### config.mk
export PLATFORM = sky130hd
export DESIGN_NAME = radix_string_converter_unit_flat
export DESIGN_NICKNAME = d
export VERILOG_FILES = /design/src/rtl/rsc_pkg.sv /design/src/rtl/rsc_ifs.sv /design/src/rtl/rsc_front.sv /design/src/rtl/rsc_queue.sv /design/src/rtl/rsc_back.sv /design/src/rtl/radix_string_converter_unit.sv /design/src/flat_wrapper.sv
export SDC_FILE = /design/constraint.sdc
export NUM_CORES = 1
export LEC_CHECK = 0
export ABC_AREA = 1
export BUFFER_PORTS_ARGS = -buffer_cell sky130_fd_sc_hd__clkbuf_2
export CORE_MARGIN = 10
export CORE_UTILIZATION = 25
export CTS_CLUSTER_SIZE = 12
export DETAILED_ROUTE_END_ITERATION = 7
export PLACE_DENSITY = 0.34
export SETUP_SLACK_MARGIN = 0.02
export SLEW_MARGIN = 20
export SYNTH_ARGS = -nofsm -noshare
export SYNTH_HDL_FRONTEND = slang
export SYNTH_SLANG_ARGS = --single-unit
### constraint.sdc
create_clock -name clk -period 9.8 [get_ports clk]
set_clock_uncertainty 0.05 [all_clocks]
set_input_delay 1.96 -clock clk [delete_from_list [all_inputs] [get_ports clk]]
set_output_delay 1.96 -clock clk [all_outputs]
set_load 0.01 [all_outputs]
### src/rtl/rsc_pkg.sv
// ----------------------------------------------------------------------------
// rsc_pkg: shared types and constants of the radix string converter
// Status codes, radix codes, register indexes, character codes and small
// helper functions used by the front end and the back end.
// ----------------------------------------------------------------------------
package rsc_pkg;

    localparam int RSC_VALUE_WIDTH   = 64;
    localparam int RSC_MAX_OUT_CHARS = 64;
    localparam int RSC_QUEUE_DEPTH   = 2;

    localparam int CFG_INDEX_W = 2;
    localparam int CFG_DATA_W  = 2;

    // register indexes of the configuration port
    localparam logic [CFG_INDEX_W-1:0] REG_SOURCE_BASE = 2'd0;
    localparam logic [CFG_INDEX_W-1:0] REG_TARGET_BASE = 2'd1;
    localparam logic [CFG_INDEX_W-1:0] REG_ADD_ONE     = 2'd2;

    // radix codes
    localparam logic [1:0] BASE_BIN = 2'd0;
    localparam logic [1:0] BASE_OCT = 2'd1;
    localparam logic [1:0] BASE_DEC = 2'd2;
    localparam logic [1:0] BASE_HEX = 2'd3;

    // character codes
    localparam logic [7:0] CH_NUL    = 8'h00;
    localparam logic [7:0] CH_MINUS  = 8'h2D;
    localparam logic [7:0] CH_PLUS   = 8'h2B;
    localparam logic [7:0] CH_ZERO   = 8'h30;
    localparam logic [7:0] CH_NINE   = 8'h39;
    localparam logic [7:0] CH_SPACE  = 8'h20;
    localparam logic [7:0] CH_TAB    = 8'h09;
    localparam logic [7:0] CH_CR     = 8'h0D;
    localparam logic [7:0] CH_A_UP   = 8'h41;
    localparam logic [7:0] CH_Z_UP   = 8'h5A;
    localparam logic [7:0] CH_A_LOW  = 8'h61;
    localparam logic [7:0] CH_Z_LOW  = 8'h7A;
    localparam logic [7:0] CH_X_UP   = 8'h58;
    localparam logic [7:0] CH_X_LOW  = 8'h78;

    localparam logic [5:0] DIGIT_NONE = 6'd63;

    typedef enum logic [2:0] {
        ST_OK      = 3'd0,
        ST_NEG     = 3'd1,
        ST_INVALID = 3'd2,
        ST_LARGE   = 3'd3,
        ST_ATMAX   = 3'd4
    } status_t;

    // control part of one conversion job
    typedef struct packed {
        status_t    code;
        logic [1:0] base;
    } rsc_job_t;

    function automatic logic [4:0] radix_value(logic [1:0] base);
        logic [4:0] r;
        unique case (base)
            BASE_BIN: r = 5'd2;
            BASE_OCT: r = 5'd8;
            BASE_DEC: r = 5'd10;
            default:  r = 5'd16;
        endcase
        return r;
    endfunction

    // alphanumeric digit value 0..35, DIGIT_NONE otherwise
    function automatic logic [5:0] digit_value(logic [7:0] c);
        logic [7:0] t;
        t = 8'd0;
        if (c >= CH_ZERO && c <= CH_NINE) begin
            t = c - CH_ZERO;
        end
        else if (c >= CH_A_LOW && c <= CH_Z_LOW) begin
            t = c - CH_A_LOW + 8'd10;
        end
        else if (c >= CH_A_UP && c <= CH_Z_UP) begin
            t = c - CH_A_UP + 8'd10;
        end
        else begin
            t = {2'b00, DIGIT_NONE};
        end
        return t[5:0];
    endfunction

    function automatic logic is_space(logic [7:0] c);
        return (c == CH_SPACE) || (c >= CH_TAB && c <= CH_CR);
    endfunction

    function automatic logic [7:0] digit_char(logic [3:0] d);
        logic [7:0] r;
        if (d < 4'd10) begin
            r = CH_ZERO + {4'b0000, d};
        end
        else begin
            r = CH_A_UP + {4'b0000, d} - 8'd10;
        end
        return r;
    endfunction

endpackage

### src/rtl/rsc_ifs.sv
// ----------------------------------------------------------------------------
// rsc_ifs: stream channels of the radix string converter
// Character input channel and digit output channel, valid/ready handshake.
// ----------------------------------------------------------------------------
interface rsc_in_if;
    logic       valid;
    logic       ready;
    logic [7:0] character;
    logic       end_of_string;

    modport source (output valid, output character, output end_of_string, input ready);
    modport sink   (input valid, input character, input end_of_string, output ready);
endinterface

interface rsc_out_if;
    logic       valid;
    logic       ready;
    logic [7:0] out_char;
    logic [2:0] status;
    logic       last;

    modport source (output valid, output out_char, output status, output last, input ready);
    modport sink   (input valid, input out_char, input status, input last, output ready);
endinterface

### src/rtl/rsc_front.sv
// ----------------------------------------------------------------------------
// rsc_front: character parser
// Holds the configuration registers, parses one character per cycle into
// acc_reg unless the queue is full and, on the terminator, pushes one job.
// ----------------------------------------------------------------------------
module rsc_front
    import rsc_pkg::*;
#(
    parameter int W = RSC_VALUE_WIDTH
)(
    input  logic                   clk,
    input  logic                   rst_n,
    rsc_in_if.sink                 in_ch,
    input  logic                   cfg_we,
    input  logic [CFG_INDEX_W-1:0] cfg_index,
    input  logic [CFG_DATA_W-1:0]  cfg_data,
    input  logic                   queue_full,
    output logic                   push,
    output logic [W-1:0]           job_value,
    output rsc_job_t               job_ctrl
);

    localparam int EW = W + 4;

    typedef enum logic [6:0] {
        PH_START  = 7'b0000001,
        PH_SPACE  = 7'b0000010,
        PH_SIGN   = 7'b0000100,
        PH_ZERO   = 7'b0001000,
        PH_PREFIX = 7'b0010000,
        PH_DIGITS = 7'b0100000,
        PH_STOP   = 7'b1000000
    } phase_t;

    logic [1:0]    source_base_reg;
    logic [1:0]    target_base_reg;
    logic          add_one_reg;

    logic [W-1:0]  acc_reg, acc_next;
    status_t       err_reg, err_next;
    phase_t        phase_reg, phase_next;

    logic          accept;
    logic [7:0]    c;
    logic [5:0]    dig;
    logic          dig_ok;
    logic          hex;
    logic [EW-1:0] ext;
    logic          overflow;
    logic          route;
    status_t       term_code;
    logic [W-1:0]  term_value;

    assign in_ch.ready = !queue_full;
    assign accept      = in_ch.valid && in_ch.ready;
    assign c           = in_ch.character;
    assign dig         = digit_value(c);
    assign dig_ok      = dig < {1'b0, radix_value(source_base_reg)};
    assign hex         = (source_base_reg == BASE_HEX);

    always_ff @(posedge clk or negedge rst_n)
    begin
        if (!rst_n)
        begin
            source_base_reg <= BASE_DEC;
            target_base_reg <= BASE_HEX;
            add_one_reg     <= 1'b0;
        end
        else if (cfg_we)
        begin
            unique case (cfg_index)
                REG_SOURCE_BASE: source_base_reg <= cfg_data[1:0];
                REG_TARGET_BASE: target_base_reg <= cfg_data[1:0];
                REG_ADD_ONE:     add_one_reg     <= cfg_data[0];
                default:         ;
            endcase
        end
    end

    // acc * radix + digit, extended so that overflow shows in the top bits
    always_comb
    begin
        unique case (source_base_reg)
            BASE_BIN: ext = {4'b0000, acc_reg} << 1;
            BASE_OCT: ext = {4'b0000, acc_reg} << 3;
            BASE_DEC: ext = ({4'b0000, acc_reg} << 3) + ({4'b0000, acc_reg} << 1);
            default:  ext = {4'b0000, acc_reg} << 4;
        endcase
        ext = ext + EW'(dig);
    end

    assign overflow = |ext[EW-1:W];

    // terminator: the space, sign and prefix phases, which never saw a digit, are invalid; minus wins
    always_comb
    begin
        term_code  = err_reg;
        term_value = acc_reg;
        if ((phase_reg == PH_SPACE || phase_reg == PH_SIGN || phase_reg == PH_PREFIX)
            && err_reg != ST_NEG)
        begin
            term_code = ST_INVALID;
        end
        if (term_code == ST_OK && add_one_reg)
        begin
            if (&acc_reg)
            begin
                term_code = ST_ATMAX;
            end
            else
            begin
                term_value = acc_reg + W'(1);
            end
        end
    end

    assign job_value     = term_value;
    assign job_ctrl.code = term_code;
    assign job_ctrl.base = target_base_reg;

    always_comb
    begin
        phase_next = phase_reg;
        acc_next   = acc_reg;
        err_next   = err_reg;
        push       = 1'b0;
        route      = 1'b0;
        if (accept)
        begin
            if (in_ch.end_of_string)
            begin
                push       = 1'b1;
                acc_next   = '0;
                err_next   = ST_OK;
                phase_next = PH_START;
            end
            else if (c == CH_MINUS)
            begin
                err_next   = ST_NEG;
                phase_next = PH_STOP;
            end
            else
            begin
                unique case (phase_reg)
                    PH_START, PH_SPACE:
                    begin
                        if (is_space(c))
                        begin
                            phase_next = PH_SPACE;
                        end
                        else if (c == CH_PLUS)
                        begin
                            phase_next = PH_SIGN;
                        end
                        else if (hex && c == CH_ZERO)
                        begin
                            phase_next = PH_ZERO;
                        end
                        else
                        begin
                            route = 1'b1;
                        end
                    end
                    PH_SIGN:
                    begin
                        if (hex && c == CH_ZERO)
                        begin
                            phase_next = PH_ZERO;
                        end
                        else
                        begin
                            route = 1'b1;
                        end
                    end
                    PH_ZERO:
                    begin
                        if (c == CH_X_LOW || c == CH_X_UP)
                        begin
                            phase_next = PH_PREFIX;
                        end
                        else
                        begin
                            route = 1'b1;
                        end
                    end
                    PH_PREFIX, PH_DIGITS:
                    begin
                        route = 1'b1;
                    end
                    default: ;
                endcase
                if (route)
                begin
                    if (dig_ok)
                    begin
                        phase_next = PH_DIGITS;
                        if (err_reg == ST_OK)
                        begin
                            if (overflow)
                            begin
                                err_next = ST_LARGE;
                            end
                            else
                            begin
                                acc_next = ext[W-1:0];
                            end
                        end
                    end
                    else
                    begin
                        phase_next = PH_STOP;
                        if (err_reg != ST_NEG)
                        begin
                            err_next = ST_INVALID;
                        end
                    end
                end
            end
        end
    end

    always_ff @(posedge clk or negedge rst_n)
    begin
        if (!rst_n)
        begin
            acc_reg   <= '0;
            err_reg   <= ST_OK;
            phase_reg <= PH_START;
        end
        else
        begin
            acc_reg   <= acc_next;
            err_reg   <= err_next;
            phase_reg <= phase_next;
        end
    end

    // a job never leaves the parser with a value beyond the limit unflagged
    a_large_stops_acc: assert property (@(posedge clk) disable iff (!rst_n)
        (err_reg == ST_LARGE && accept && !in_ch.end_of_string) |=> $stable(acc_reg))
        else $error("accumulator changed after overflow");

endmodule

### src/rtl/rsc_queue.sv
// ----------------------------------------------------------------------------
// rsc_queue: job queue between parser and converter
// Small register FIFO; lets the parser take the next string while the
// converter still emits the previous result.
// ----------------------------------------------------------------------------
module rsc_queue
    import rsc_pkg::*;
#(
    parameter int DATA_W = RSC_VALUE_WIDTH + $bits(rsc_job_t),
    parameter int DEPTH  = RSC_QUEUE_DEPTH
)(
    input  logic              clk,
    input  logic              rst_n,
    input  logic              push,
    input  logic [DATA_W-1:0] push_data,
    input  logic              pop,
    output logic [DATA_W-1:0] pop_data,
    output logic              full,
    output logic              empty
);

    localparam int PW = (DEPTH > 1) ? $clog2(DEPTH) : 1;
    localparam int CW = $clog2(DEPTH + 1);

    logic [DATA_W-1:0] mem [DEPTH];
    logic [PW-1:0]     wr_ptr_reg, wr_ptr_next;
    logic [PW-1:0]     rd_ptr_reg, rd_ptr_next;
    logic [CW-1:0]     count_reg, count_next;
    logic              do_push, do_pop;

    assign full     = (count_reg == CW'(DEPTH));
    assign empty    = (count_reg == '0);
    assign do_push  = push && !full;
    assign do_pop   = pop && !empty;
    assign pop_data = mem[rd_ptr_reg];

    always_comb
    begin
        wr_ptr_next = wr_ptr_reg;
        rd_ptr_next = rd_ptr_reg;
        count_next  = count_reg;
        if (do_push)
        begin
            wr_ptr_next = (wr_ptr_reg == PW'(DEPTH - 1)) ? '0 : wr_ptr_reg + PW'(1);
        end
        if (do_pop)
        begin
            rd_ptr_next = (rd_ptr_reg == PW'(DEPTH - 1)) ? '0 : rd_ptr_reg + PW'(1);
        end
        if (do_push && !do_pop)
        begin
            count_next = count_reg + CW'(1);
        end
        else if (do_pop && !do_push)
        begin
            count_next = count_reg - CW'(1);
        end
    end

    always_ff @(posedge clk)
    begin
        if (do_push)
        begin
            mem[wr_ptr_reg] <= push_data;
        end
    end

    always_ff @(posedge clk or negedge rst_n)
    begin
        if (!rst_n)
        begin
            wr_ptr_reg <= '0;
            rd_ptr_reg <= '0;
            count_reg  <= '0;
        end
        else
        begin
            wr_ptr_reg <= wr_ptr_next;
            rd_ptr_reg <= rd_ptr_next;
            count_reg  <= count_next;
        end
    end

    a_count_range: assert property (@(posedge clk) disable iff (!rst_n)
        count_reg <= CW'(DEPTH))
        else $error("queue count beyond depth");

    a_no_lost_push: assert property (@(posedge clk) disable iff (!rst_n)
        (do_push && !do_pop) |=> !empty)
        else $error("pushed item not visible");

endmodule

### src/rtl/rsc_back.sv
// ----------------------------------------------------------------------------
// rsc_back: number-to-text converter
// Takes one job, builds its digits (bit slices for binary, octal and hex,
// shift-add-3 for decimal), skips leading zeros and emits the digits most
// significant first through an output register; an error job gives one NUL item.
// ----------------------------------------------------------------------------
module rsc_back
    import rsc_pkg::*;
#(
    parameter int W    = RSC_VALUE_WIDTH,
    parameter int MAXC = RSC_MAX_OUT_CHARS
)(
    input  logic         clk,
    input  logic         rst_n,
    input  logic         job_valid,
    input  logic [W-1:0] job_value,
    input  rsc_job_t     job_ctrl,
    output logic         pop,
    rsc_out_if.source    out_ch
);

    localparam int N8    = (W + 2) / 3;
    localparam int N16   = (W + 3) / 4;
    localparam int ND    = (W * 30103) / 100000 + 1;
    localparam int PW8   = 3 * N8;
    localparam int PW16  = 4 * N16;
    localparam int PWD   = 4 * ND;
    localparam int WA    = (PW8 > W) ? PW8 : W;
    localparam int WB    = (PW16 > WA) ? PW16 : WA;
    localparam int WR    = (PWD > WB) ? PWD : WB;
    localparam int PCW   = $clog2(W);
    localparam int LIMIT = (MAXC < W) ? MAXC : W;
    localparam logic [PCW:0] LIMIT_V = (PCW + 1)'(LIMIT);

    typedef enum logic [4:0] {
        S_IDLE   = 5'b00001,
        S_DABBLE = 5'b00010,
        S_SCAN   = 5'b00100,
        S_EMIT   = 5'b01000,
        S_ERR    = 5'b10000
    } bstate_t;

    bstate_t          state_reg, state_next;
    logic [PCW-1:0]   pos_reg, pos_next;
    logic [1:0]       base_reg, base_next;
    status_t          code_reg, code_next;
    logic [WR-1:0]    work_reg, work_next;
    logic [PWD-1:0]   dec_digits_reg, dec_digits_next;
    logic [PWD-1:0]   dec_adj;
    logic             trunc_reg, trunc_next;

    logic             out_valid_reg, out_valid_next;
    logic [7:0]       out_char_reg, out_char_next;
    status_t          out_status_reg, out_status_next;
    logic             out_last_reg, out_last_next;

    logic             out_space;
    logic [3:0]       top_digit;
    logic [WR-1:0]    work_shifted;

    assign out_space       = !out_valid_reg || out_ch.ready;
    assign out_ch.valid    = out_valid_reg;
    assign out_ch.out_char = out_char_reg;
    assign out_ch.status   = out_status_reg;
    assign out_ch.last     = out_last_reg;

    // digits sit at the top of the work register, one step moves one digit
    always_comb
    begin
        unique case (base_reg)
            BASE_BIN:
            begin
                top_digit    = {3'b000, work_reg[WR-1]};
                work_shifted = work_reg << 1;
            end
            BASE_OCT:
            begin
                top_digit    = {1'b0, work_reg[WR-1 -: 3]};
                work_shifted = work_reg << 3;
            end
            default:
            begin
                top_digit    = work_reg[WR-1 -: 4];
                work_shifted = work_reg << 4;
            end
        endcase
    end

    // add 3 to every BCD digit of 5 or more before the next shift
    always_comb
    begin
        for (int i = 0; i < ND; i++)
        begin
            dec_adj[4*i +: 4] = (dec_digits_reg[4*i +: 4] >= 4'd5) ?
                                dec_digits_reg[4*i +: 4] + 4'd3 :
                                dec_digits_reg[4*i +: 4];
        end
    end

    always_comb
    begin
        state_next      = state_reg;
        pos_next        = pos_reg;
        base_next       = base_reg;
        code_next       = code_reg;
        work_next       = work_reg;
        dec_digits_next = dec_digits_reg;
        trunc_next      = trunc_reg;
        out_valid_next  = out_valid_reg && !out_ch.ready;
        out_char_next   = out_char_reg;
        out_status_next = out_status_reg;
        out_last_next   = out_last_reg;
        pop             = 1'b0;

        unique case (state_reg)
            S_IDLE:
            begin
                if (job_valid)
                begin
                    pop        = 1'b1;
                    base_next  = job_ctrl.base;
                    code_next  = job_ctrl.code;
                    trunc_next = 1'b0;
                    if (job_ctrl.code != ST_OK)
                    begin
                        state_next = S_ERR;
                    end
                    else
                    begin
                        unique case (job_ctrl.base)
                            BASE_BIN:
                            begin
                                work_next  = WR'(job_value) << (WR - W);
                                pos_next   = PCW'(W - 1);
                                state_next = S_SCAN;
                            end
                            BASE_OCT:
                            begin
                                work_next  = WR'(job_value) << (WR - PW8);
                                pos_next   = PCW'(N8 - 1);
                                state_next = S_SCAN;
                            end
                            BASE_DEC:
                            begin
                                work_next       = WR'(job_value);
                                dec_digits_next = '0;
                                pos_next        = PCW'(W - 1);
                                state_next      = S_DABBLE;
                            end
                            default:
                            begin
                                work_next  = WR'(job_value) << (WR - PW16);
                                pos_next   = PCW'(N16 - 1);
                                state_next = S_SCAN;
                            end
                        endcase
                    end
                end
            end
            S_DABBLE:
            begin
                dec_digits_next = {dec_adj[PWD-2:0], work_reg[W-1]};
                work_next       = work_reg << 1;
                if (pos_reg == '0)
                begin
                    work_next  = WR'(dec_digits_next) << (WR - PWD);
                    pos_next   = PCW'(ND - 1);
                    state_next = S_SCAN;
                end
                else
                begin
                    pos_next = pos_reg - PCW'(1);
                end
            end
            S_SCAN:
            begin
                // digits above the output limit are dropped; a nonzero one
                // among them cuts the run, which then keeps its leading zeros
                if ({1'b0, pos_reg} >= LIMIT_V)
                begin
                    trunc_next = trunc_reg || (top_digit != 4'd0);
                    work_next  = work_shifted;
                    pos_next   = pos_reg - PCW'(1);
                end
                else if (top_digit == 4'd0 && pos_reg != '0 && !trunc_reg)
                begin
                    work_next = work_shifted;
                    pos_next  = pos_reg - PCW'(1);
                end
                else
                begin
                    state_next = S_EMIT;
                end
            end
            S_EMIT:
            begin
                if (out_space)
                begin
                    out_valid_next  = 1'b1;
                    out_char_next   = digit_char(top_digit);
                    out_status_next = ST_OK;
                    out_last_next   = (pos_reg == '0);
                    work_next       = work_shifted;
                    if (pos_reg == '0)
                    begin
                        state_next = S_IDLE;
                    end
                    else
                    begin
                        pos_next = pos_reg - PCW'(1);
                    end
                end
            end
            S_ERR:
            begin
                if (out_space)
                begin
                    out_valid_next  = 1'b1;
                    out_char_next   = CH_NUL;
                    out_status_next = code_reg;
                    out_last_next   = 1'b1;
                    state_next      = S_IDLE;
                end
            end
            default:
            begin
                state_next = S_IDLE;
            end
        endcase
    end

    always_ff @(posedge clk or negedge rst_n)
    begin
        if (!rst_n)
        begin
            state_reg     <= S_IDLE;
            out_valid_reg <= 1'b0;
        end
        else
        begin
            state_reg     <= state_next;
            out_valid_reg <= out_valid_next;
        end
    end

    always_ff @(posedge clk)
    begin
        pos_reg        <= pos_next;
        base_reg       <= base_next;
        code_reg       <= code_next;
        work_reg       <= work_next;
        dec_digits_reg <= dec_digits_next;
        trunc_reg      <= trunc_next;
        out_char_reg   <= out_char_next;
        out_status_reg <= out_status_next;
        out_last_reg   <= out_last_next;
    end

    a_dabble_decimal: assert property (@(posedge clk) disable iff (!rst_n)
        (state_reg == S_DABBLE) |-> (base_reg == BASE_DEC))
        else $error("BCD pass on a non-decimal job");

    a_last_digit: assert property (@(posedge clk) disable iff (!rst_n)
        (state_reg == S_EMIT && out_space && pos_reg == '0)
        |=> (out_valid_reg && out_last_reg && state_reg == S_IDLE))
        else $error("final digit not marked last");

    a_error_item: assert property (@(posedge clk) disable iff (!rst_n)
        (out_valid_reg && out_status_reg != ST_OK) |-> (out_last_reg && out_char_reg == CH_NUL))
        else $error("error item malformed");

endmodule

### src/rtl/radix_string_converter_unit.sv
// ----------------------------------------------------------------------------
// radix_string_converter_unit: ASCII number to ASCII number in another radix
// Parser front end, two-entry job queue, converter back end.
//
//   channel  | role   | payload                      | accepted when
//   ---------+--------+------------------------------+------------------------
//   in_ch    | sink   | character, end_of_string     | valid && ready
//   out_ch   | source | out_char, status, last       | valid && ready
//   cfg      | write  | cfg_index, cfg_data          | cfg_we high
//
// Characters are taken one per cycle; the terminator pushes a job in the
// same cycle. In the back end a decimal job first runs shift-add-3 over
// its W value bits; the scan drops leading zeros one digit per cycle and
// S_EMIT sends the rest of the N digit positions of the target radix (W,
// ceil(W/3), 20 for W=64, ceil(W/4)). Output stalls hold S_EMIT and S_ERR.
// Input stalls only while the job queue is full; output holds in a register.
// rst_n is asynchronous, active low, and clears parser, queue and FSM state.
// ----------------------------------------------------------------------------
module radix_string_converter_unit
    import rsc_pkg::*;
#(
    parameter int VALUE_WIDTH   = RSC_VALUE_WIDTH,
    parameter int MAX_OUT_CHARS = RSC_MAX_OUT_CHARS
)(
    input  logic                   clk,
    input  logic                   rst_n,
    rsc_in_if.sink                 in_ch,
    rsc_out_if.source              out_ch,
    input  logic                   cfg_we,
    input  logic [CFG_INDEX_W-1:0] cfg_index,
    input  logic [CFG_DATA_W-1:0]  cfg_data
);

    localparam int JOB_W = VALUE_WIDTH + $bits(rsc_job_t);

    logic                   push;
    logic                   pop;
    logic                   queue_full;
    logic                   queue_empty;
    logic [VALUE_WIDTH-1:0] push_value;
    rsc_job_t               push_ctrl;
    logic [JOB_W-1:0]       pop_data;
    rsc_job_t               pop_ctrl;

    rsc_front #(
        .W (VALUE_WIDTH)
    ) u_front (
        .clk        (clk),
        .rst_n      (rst_n),
        .in_ch      (in_ch),
        .cfg_we     (cfg_we),
        .cfg_index  (cfg_index),
        .cfg_data   (cfg_data),
        .queue_full (queue_full),
        .push       (push),
        .job_value  (push_value),
        .job_ctrl   (push_ctrl)
    );

    rsc_queue #(
        .DATA_W (JOB_W),
        .DEPTH  (RSC_QUEUE_DEPTH)
    ) u_queue (
        .clk       (clk),
        .rst_n     (rst_n),
        .push      (push),
        .push_data ({push_ctrl, push_value}),
        .pop       (pop),
        .pop_data  (pop_data),
        .full      (queue_full),
        .empty     (queue_empty)
    );

    assign pop_ctrl = pop_data[JOB_W-1:VALUE_WIDTH];

    rsc_back #(
        .W    (VALUE_WIDTH),
        .MAXC (MAX_OUT_CHARS)
    ) u_back (
        .clk       (clk),
        .rst_n     (rst_n),
        .job_valid (!queue_empty),
        .job_value (pop_data[VALUE_WIDTH-1:0]),
        .job_ctrl  (pop_ctrl),
        .pop       (pop),
        .out_ch    (out_ch)
    );

endmodule
### src/flat_wrapper.sv
// flat-port wrapper written by rule: the top's interface ports become plain ports
module radix_string_converter_unit_flat import rsc_pkg::*;
#(
    parameter int VALUE_WIDTH   = RSC_VALUE_WIDTH,
    parameter int MAX_OUT_CHARS = RSC_MAX_OUT_CHARS
)
  (clk, rst_n, cfg_we, cfg_index, cfg_data, in_ch_valid, in_ch_character, in_ch_end_of_string, in_ch_ready, out_ch_valid, out_ch_out_char, out_ch_status, out_ch_last, out_ch_ready);
  rsc_in_if in_ch_i ();
  rsc_out_if out_ch_i ();
  input  logic clk;
  input  logic rst_n;
  input  logic cfg_we;
  input  logic [CFG_INDEX_W-1:0] cfg_index;
  input  logic [CFG_DATA_W-1:0] cfg_data;
  input wire logic [$bits(in_ch_i.valid)-1:0] in_ch_valid;
  input wire logic [$bits(in_ch_i.character)-1:0] in_ch_character;
  input wire logic [$bits(in_ch_i.end_of_string)-1:0] in_ch_end_of_string;
  output wire logic [$bits(in_ch_i.ready)-1:0] in_ch_ready;
  output wire logic [$bits(out_ch_i.valid)-1:0] out_ch_valid;
  output wire logic [$bits(out_ch_i.out_char)-1:0] out_ch_out_char;
  output wire logic [$bits(out_ch_i.status)-1:0] out_ch_status;
  output wire logic [$bits(out_ch_i.last)-1:0] out_ch_last;
  input wire logic [$bits(out_ch_i.ready)-1:0] out_ch_ready;
  assign in_ch_i.valid = in_ch_valid;
  assign in_ch_i.character = in_ch_character;
  assign in_ch_i.end_of_string = in_ch_end_of_string;
  assign in_ch_ready = in_ch_i.ready;
  assign out_ch_valid = out_ch_i.valid;
  assign out_ch_out_char = out_ch_i.out_char;
  assign out_ch_status = out_ch_i.status;
  assign out_ch_last = out_ch_i.last;
  assign out_ch_i.ready = out_ch_ready;
  radix_string_converter_unit #(.VALUE_WIDTH(VALUE_WIDTH), .MAX_OUT_CHARS(MAX_OUT_CHARS)) u_core (.clk(clk), .rst_n(rst_n), .in_ch(in_ch_i), .out_ch(out_ch_i), .cfg_we(cfg_we), .cfg_index(cfg_index), .cfg_data(cfg_data));
endmodule
==> results of run 1 <==
## cells by family (layout without fill, tap and decap cells)
logic type               Yosys count  in the layout
AO/OA/AOI/OAI                    736            736
XOR/XNOR                         129            129
adder cells (fa/ha/maj)          134            134
buffers and inverters            950            922
flip-flops                       408            408
multiplexers                      34             34
other                              1              1
AND/OR/NAND/NOR                 2269           2269
## per-layer routing
metal	wire, um	vias up	GRT usage, %	part of all wire, %
met3	3260	156	1.41	2.6
met4	3510	0	4.54	2.8
met2	56700	495	27.0	46
li1	-	15200	-	-
met1	60100	14200	22.8	49
met5	0	-	0	0
## through the flow
stage	utilization [%]	hold slack, ps
floorplan	-	403
global placement	26.6	444
detailed placement	26.6	440
CTS	27.8	455
global route	27.8	481
finish	27.8	450
## worst paths after layout
| kind | from | endpoint | slack (ps) | depth (start not counted) |
|---|---|---|---|---|
| min in group asynchronous | rst_n | u_core.u_front.phase_reg[2]$_DFFE_PN0P_ | 1270 | 1 |
| min reg2reg | u_core.u_front.err_reg[0]$_DFFE_PN0P_ | u_core.u_front.err_reg[0]$_DFFE_PN0P_ | 450 | 2 |
| max | in_ch_character[1] | u_core.u_front.acc_reg[60]$_DFFE_PN0P_ | 2550 | 34 |
| max in group asynchronous | rst_n | u_core.u_front.acc_reg[54]$_DFFE_PN0P_ | 7240 | 2 |
| min | u_core.u_front.err_reg[0]$_DFFE_PN0P_ | u_core.u_front.err_reg[0]$_DFFE_PN0P_ | 450 | 2 |
| max reg2reg | u_core.u_front.source_base_reg[0]$_DFFE_PN0P_ | u_core.u_front.acc_reg[60]$_DFFE_PN0P_ | 3790 | 26 |
## final cells by class
type / count / area [um2] / area share [%]
well taps: 1755 / 2200 / 5.99
flip-flops and latches: 408 / 11800 / 32.2
inverters: 757 / 2840 / 7.76
clock inverters: 25 / 285 / 0.778
repair buffers: 78 / 513 / 1.40
clock buffers: 62 / 1300 / 3.54
multi-input cells: 3303 / 17700 / 48.3
## power groups by stage
stage	sequential, W	combinational [W]	clock [W]
2_1_floorplan	0.00301	0.00331	0
3_3_place_gp	0.00327	0.00474	0
3_5_place_dp	0.00327	0.00471	0
4_1_cts	0.00324	0.00472	0.00193
5_1_grt	0.00331	0.00526	0.00199
6_report	0.00324	0.00468	0.00186
## cells in the final DEF (no fill, tap or decap), types with 10 or more instances in the layout
cell type	netlist	layout
inv_2	27	30
nand4_1	53	53
clkinv_1	13	17
nor2_1	485	481
o211ai_1	18	18
dfrtp_1	83	82
nand2_2	16	16
nor2_4	11	15
nand2_1	1235	1235
clkbuf_1	136	12
clkinv_2	0	10
or2_2	27	27
edfxtp_1	320	320
xor2_1	109	109
o221ai_1	32	32
a22oi_1	19	19
a21oi_2	15	16
nand3_1	227	227
nand3_2	65	64
buf_4	15	49
a21oi_1	160	158
o21a_1	10	10
o21ai_0	200	200
mux2i_1	34	34
ha_1	132	128
inv_1	717	716
xnor2_1	20	20
nor3_1	75	74
clkbuf_2	0	29
a211oi_1	23	22
o22ai_1	147	147
nand3b_1	19	19
a221oi_1	67	67
clkbuf_16	0	50
nor2_2	14	14
nor4_1	22	21
## tightest hold or removal path, stage by stage, from the launching register on
cell and delay, ps:
dfrtp_1 370, nand2_1 60, nand2_1 40
==> run metrics, run 1 <==
MaxCap Viol Count 0; nets@finish about 4.7k; row count between 100 and 150; count leader, synth nand2_1; startpoint class of the critical path input pin; switching fraction of total power about 47%; Yosys top cell by area edfxtp_1; largest family of logic cells by synthesized area simple AND/OR/NAND/NOR gates; Final Hold Fails 0; register area share after synthesis approximately 36%; CTS Buffer Depth 3; final setup fails 0; Synth async-reset ratio 21.6%; unrepaired setup endpoints after global routing false; layout cells sized above 1 under 10%; Setup crit end kind flip-flop; Clock transition at path regs ~60 ps; number of enable flip-flop cells after synthesis between 300 and 400; worst path bufs/invs 7; Yosys top cell area share between 20% and 30%; Crit Path Max Fanout 64; DRT iter0 DRCs about 1.7k; post-synth net total 4813; max reg flops roughly 140; most used flip-flop cell after synthesis edfxtp_1; CTS resizes 0; gr ovfl total 0; total power around 0.01 W; Placed Cells between 6k and 7k; Tcrit/Tclk final ~74%; Antenna Cells 0; P&R area growth vs syn 10.7%; cells after synthesis around 4.7k; worst min path class reg2reg; Worst Path Required 10290 ps; global-route wire length before repair 190 mm; Final Critical Period around 7300 ps; Combinational Power Share approximately 48%; via count 30.1k; initial antenna violation count 0; post-synthesis mux area share 1.03%; synth warn 0; H-tree Lvls 2; final instance area 36700 um2; Clock Power Share between 10% and 20%; DRT Wirelength around 120 mm; CTS Buf Count 49; Distinct cells, synth between 60 and 70; DR DRC count 0; Crit path top cell by count inv_1; Setup WS pre-CTS 1930 ps; I/O Buffers 30; Worst Tran Pin Value around 1000 ps; largest net degree at the start of global routing about 80; post-synthesis simple-gate area fraction between 20 and 30%; number of routed nets with antenna violations 0; Die ar. roughly 150000 um2; Worst Setup Path Type in2reg; io pins 32; delay-heaviest family, CP simple AND/OR/NAND/NOR gates; CTS tree yes; NetSw 0.00458 W; Synth area leaders edfxtp_1 29%, nand2_1 14%, inv_1 8.1%, dfrtp_1 6.3%, nor2_1 5.5%; fin. max-slew vios 0; core region area 132000 um2; power per cell area between 200 and 300 nW/um2; final setup TNS 0 ps; Compound-Gate Fraction of Synth Area 13.8%; Mean Syn Cell Area just over 7 um2; vias in the first global route slightly above 30k; Worst path slowest cell nand2_4; post-synthesis adder-cell area fraction 5.11%; fillers between 10k and 15k; Worst Path Arrival 7750 ps; DR WL/cell slightly below 20 um; Starting Density between 20% and 30%; XOR/XNOR Fraction of Synth Area 3.41%; Die Ht just under 400 um; max incr delay on CP between 700 and 800 ps; Worst-Skew Late Latency about 600 ps; flops & latches, synth 408; RD Place Congestion around 0.9; Max Clk Rate 0.138 GHz; clock tree root driver cell clkbuf_16; GRT Total Usage 16.4%; DP HPWL around 96 mm; Placed Area ~35000 um2; Worst slew margin roughly a third; final worst slack 2550 ps; status finished, final reports clean; internal power approximately 0.0052 W; Pleak approximately 16 nW; die width roughly 380 um; top cells by count, synth 1235 x nand2_1, 717 x inv_1, 485 x nor2_1; peak supply drop about 0.00012 V; cts hold-fix bufs 0; post-route insts no fill 6388; # Post-CTS Setup Buffers 0; Sink Count 408; Flop pwr share 33.1%; DRT Pass-1 Iters 5; average vias per placed instance around 4.7; Synth Cell Area roughly 33000 um2
Note: power is estimated with default switching activity, not from simulation.
==> inputs of run 2 (changes only) <==
Clock period 9.8 ns to 7.6 ns, I/O delays scaled along.
==> run metrics, run 2 (synthesized netlist as in run 1, its figures left out) <==
Crit path top cell by count inv_1; Placed Cells around 6.3k; Combinational Power Share around 48%; I/O Buffers 30; post-route insts no fill about 6.4k; RD Place Congestion about 0.84; DR WL/cell just under 20 um; Placed Area about 35000 um2; fin. max-slew vios 0; Worst Path Arrival 6930 ps; Worst path slowest cell o31ai_1; Worst-Skew Late Latency 630 ps; commonest non-fill, non-tap cell in the layout nand2_1; status finished, final reports clean; core region area roughly 130000 um2; io pins 32; Worst Tran Pin Value 965 ps; final worst slack around 1200 ps; Sink Count about 410; DR DRC count 0; Hold EP u_core.u_queue.count_reg[0]$_DFFE_PN0P_; DP HPWL slightly below 100 mm; FF-to-FF path depth 26; Setup WS pre-CTS between 500 and 600 ps; Worst slew margin 35.7%; Pleak 16.1 nW; Starting Density approximately a quarter; Antenna Cells 0; startpoint class of the critical path input pin; unrepaired setup endpoints after global routing false; initial antenna violation count 0; WHS 454 ps; # Post-CTS Setup Buffers 0; largest net degree at the start of global routing 78; internal power 0.00660 W; max incr delay on CP around 410 ps; global-route wire length before repair roughly 190 mm; clock tree root driver cell clkbuf_16; final setup fails 0; via count 30.1k; Worst Hold Path Cells 1; CTS tree yes; peak supply drop approximately 0.00019 V; nets@finish 4751; MaxCap Viol Count 0; DRT Pass-1 Iters 5; Crit Path Max Fanout 36; Clock Power Share between 10% and 20%; Die ar. between 100000 and 150000 um2; Final Critical Period between 6000 and 7000 ps; die width slightly below 400 um; worst path bufs/invs 8; cts hold-fix bufs 0; GRT Total Usage 16.3%; number of routed nets with antenna violations 0; worst reg2reg endpoint u_core.u_front.acc_reg[56]$_DFFE_PN0P_; Setup crit end kind flip-flop; Final Hold Fails 0; most frequent cells in the layout 1235 x nand2_1, 716 x inv_1, 481 x nor2_1; Stages on worst setup path 35; CTS Buffer Depth 3; fillers 14.6k; Die Ht around 380 um; Worst Path Required approximately 8100 ps; area of the multi-input gates between 15000 and 20000 um2; switching fraction of total power 47.4%; final instance area about 37000 um2; CTS Buf Count a little under 50; NetSw 0.00595 W; Max Clk Rate roughly 0.16 GHz; sequential cell area between 10000 and 15000 um2; power per cell area roughly 340 nW/um2; row count roughly 130; vias in the first global route between 30k and 40k; Clock transition at path regs about 60 ps; worst min path class reg2reg; layout cells sized above 1 7.59%; P&R area growth vs syn 10.6%; final setup TNS 0 ps; max reg flops 138; reg2reg setup slack 1910 ps; delay-heaviest family, CP simple AND/OR/NAND/NOR gates; Flop pwr share approximately a third; Worst Setup Path Type in2reg; reg-to-reg startpoint u_core.u_front.source_base_reg[0]$_DFFE_PN0P_; DRT iter0 DRCs ~1.9k; H-tree Lvls 2; average vias per placed instance about 4.7; DRT Wirelength ~120 mm; Tcrit/Tclk final between 80% and 90%; gr ovfl total 0; CTS resizes 0; hold_sp u_core.u_queue.count_reg[0]$_DFFE_PN0P_
==> run 2: metal layers <==
| layer | track usage [%] | routed length (um) |
|---|---|---|
| met5 | 0 | 0 |
| met4 | 4.00 | 3020 |
| met3 | 1.30 | 3340 |
| met2 | 26.9 | 56600 |
| met1 | 23.0 | 60800 |
==> run 2: through the flow <==
| step | utilization (%) | total power [W] |
|---|---|---|
| finish | 27.8 | 0.0125 |
| global route | 27.8 | 0.0135 |
| CTS | 27.8 | 0.0127 |
| detailed placement | 26.7 | 0.0103 |
| global placement | 26.7 | 0.0103 |
| floorplan | - | 0.00812 |
==> run 2: cell type report <==
cell class                 instances  area share (%)
clock inverter                    22           0.413
sequential                       408            32.3
timing repair buffer              80            1.48
tap                             1755            5.99
inverter                         757            7.76
multi-input combinational       3303            48.3
clock buffer                      68            3.76
==> run 2: how the worst max path moves through the flow <==
| stage | start | to | slack (ps) |
|---|---|---|---|
| finish | in_ch_character[1] | u_core.u_front.acc_reg[56]$_DFFE_PN0P_ | 1170 |
| global route | in_ch_character[1] | u_core.u_front.acc_reg[58]$_DFFE_PN0P_ | 550 |
| CTS | in_ch_character[1] | u_core.u_front.acc_reg[56]$_DFFE_PN0P_ | 1220 |
| detailed placement | in_ch_character[1] | u_core.u_front.acc_reg[56]$_DFFE_PN0P_ | 580 |
| global placement | in_ch_character[1] | u_core.u_front.acc_reg[63]$_DFFE_PN0P_ | 640 |
| floorplan | u_core.u_queue.rd_ptr_reg$_DFFE_PN0P_ | u_core.u_back.dec_digits_reg[0]$_SDFFCE_PN0P_ | 1170 |
==> run 2: power by group through the flow <==
stage | Combinational (W) | Clock (W) | Sequential [W]
floorplan | 0.00427 | 0 | 0.00384
global placement | 0.00610 | 0 | 0.00424
detailed placement | 0.00606 | 0 | 0.00423
CTS | 0.00608 | 0.00239 | 0.00419
global route | 0.00678 | 0.00247 | 0.00429
finish | 0.00603 | 0.00231 | 0.00420
==> run 2: worst register-to-register path, delay by kind of cell, from the launching register on <==
kind            cells  cell delay (ps)
compound gates      4             1020
fa+ha+maj           2             1040
buf+inv             3              490
flops               1              540
simple gates       17             2460
==> inputs of run 3 (changes only) <==
Settings changed: PLACE_DENSITY 0.34 to 0.36.
Clock period 7.6 ns to 5.75 ns, I/O delays scaled along.
==> run metrics, run 3 (synthesized netlist as in run 1, its figures left out) <==
fin. max-slew vios 0; nets@finish between 4k and 5k; gr ovfl total 0; Worst path slowest cell fa_1; Placed Cells roughly 6.4k; Util after Layout between 20 and 30%; startpoint class of the critical path input pin; DR DRC count 0; Max Clk Rate approximately 0.19 GHz; P&R area growth vs syn 13.6%; DRT iter0 DRCs ~2k; Crit path top cell by count nand2_1; Worst Path Arrival roughly 5700 ps; Starting Density between 20% and 30%; Worst Tran Pin Value 928 ps; Final Hold Fails 0; clock tree root driver cell clkbuf_16; Sink Count about 400; MaxCap Viol Count 0; DR WL/cell around 19 um; global-route wire length before repair ~190 mm; DRT Wirelength 124 mm; power per cell area around 450 nW/um2; GRT Total Usage about 16%; via count 30.5k; max incr delay on CP 400 ps; cts hold-fix bufs 0; initial antenna violation count 0; I/O Buffers 30; post-route insts no fill around 6.5k; die width about 380 um; Worst Setup Path Type in2reg; area of the multi-input gates 17700 um2; DRT Pass-1 Iters 6; peak supply drop approximately 0.00039 V; CTS Buf Count 48; commonest non-fill, non-tap cell in the layout nand2_1; io pins 32; Setup crit end kind flip-flop; CTS tree yes; Worst Path Required 6230 ps; Worst slew margin a little under two fifths; Final Critical Period about 5200 ps; largest net degree at the start of global routing between 80 and 90; Pleak ~17 nW; number of routed nets with antenna violations 0; unrepaired setup endpoints after global routing false; layout cells sized above 1 just under 10%; vias in the first global route approximately 30k; CTS Buffer Depth 3; Crit Path Max Fanout 13; total power approximately 0.017 W; max reg flops approximately 140; DP HPWL ~100 mm; final setup fails 0; row count between 100 and 150; fillers 14.5k; Tcrit/Tclk final ~91%; most frequent cells in the layout 1235 x nand2_1, 716 x inv_1, 481 x nor2_1; RD Place Congestion 0.889; Die Ht 384 um; Die ar. 147000 um2; average vias per placed instance between 4 and 5; Worst-Skew Late Latency just over 600 ps; sequential cell area approximately 12000 um2; status finished, final reports clean; Clock transition at path regs approximately 60 ps; core region area between 100000 and 150000 um2; worst min path class reg2reg; H-tree Lvls 2; Antenna Cells 0
## run 3: changes by cell type in the layout (fill, tap and decap cells not counted), sizes merged
| cell | before | now |
|---|---|---|
| buf | 51 | 162 |
| bufinv | 1 | 2 |
| clkbuf | 97 | 100 |
| clkinv | 28 | 26 |
## run 3: report_power, final
group,internal (W),switching [W]
Clock,0.00170,0.00131
Combinational,0.00271,0.00589
Sequential,0.00454,0.000740
## run 3: cell type report
| type | count | share of cell area [%] |
|---|---|---|
| multi-input cells | 3303 | 47.1 |
| clock inverters | 21 | 0.506 |
| repair buffers | 194 | 4.06 |
| well taps | 1755 | 5.84 |
| flip-flops and latches | 408 | 31.4 |
| clock buffers | 68 | 3.50 |
| inverters | 757 | 7.56 |
## run 3: layer usage
| layer | up-vias | GRT usage, % | routed length [um] |
|---|---|---|---|
| li1 | 15500 | - | - |
| met1 | 14400 | 24.3 | 63000 |
| met2 | 484 | 25.6 | 54700 |
| met3 | 122 | 1.34 | 3820 |
| met4 | 0 | 3.73 | 2740 |
| met5 | - | 0 | 0 |
## run 3: final timing paths
kind,from,end,slack (ps),cells after the start
worst min register to register,u_core.u_front.target_base_reg[0]$_DFFE_PN1P_,u_core.u_front.target_base_reg[0]$_DFFE_PN1P_,460,2
worst max-delay path,in_ch_character[1],u_core.u_front.acc_reg[57]$_DFFE_PN0P_,500,37
worst min-delay path,u_core.u_front.target_base_reg[0]$_DFFE_PN1P_,u_core.u_front.target_base_reg[0]$_DFFE_PN1P_,460,2
min in group asynchronous,rst_n,u_core.u_front.phase_reg[1]$_DFFE_PN0P_,530,1
max in group asynchronous,rst_n,u_core.u_front.acc_reg[56]$_DFFE_PN0P_,4030,2
worst max register to register,u_core.u_front.acc_reg[30]$_DFFE_PN0P_,u_core.u_front.acc_reg[57]$_DFFE_PN0P_,840,22
## run 3: metrics by stage
step	worst slack, ps	hold WS (ps)	cell area [um2]	setup TNS [ps]
floorplan	-218	403	33100	-30100
finish	500	456	37600	0
detailed placement	-161	445	36000	-8070
global placement	-121	448	36000	-6600
global route	26.6	485	37600	0
CTS	449	464	37500	0
## run 3: timing repair
action,CTS,global route
setup endpoints to repair,0,66
gates resized for setup,0,7
setup buffers,0,0
endpoints found under the hold margin,0,0
## run 3: critical path, delay by kind of cell
kind | cells | cell delay [ps]
AND/OR/NAND/NOR | 21 | 2250
buffers and inverters | 9 | 1000
adder cells (fa/ha/maj) | 3 | 770
AO/OA/AOI/OAI | 4 | 550
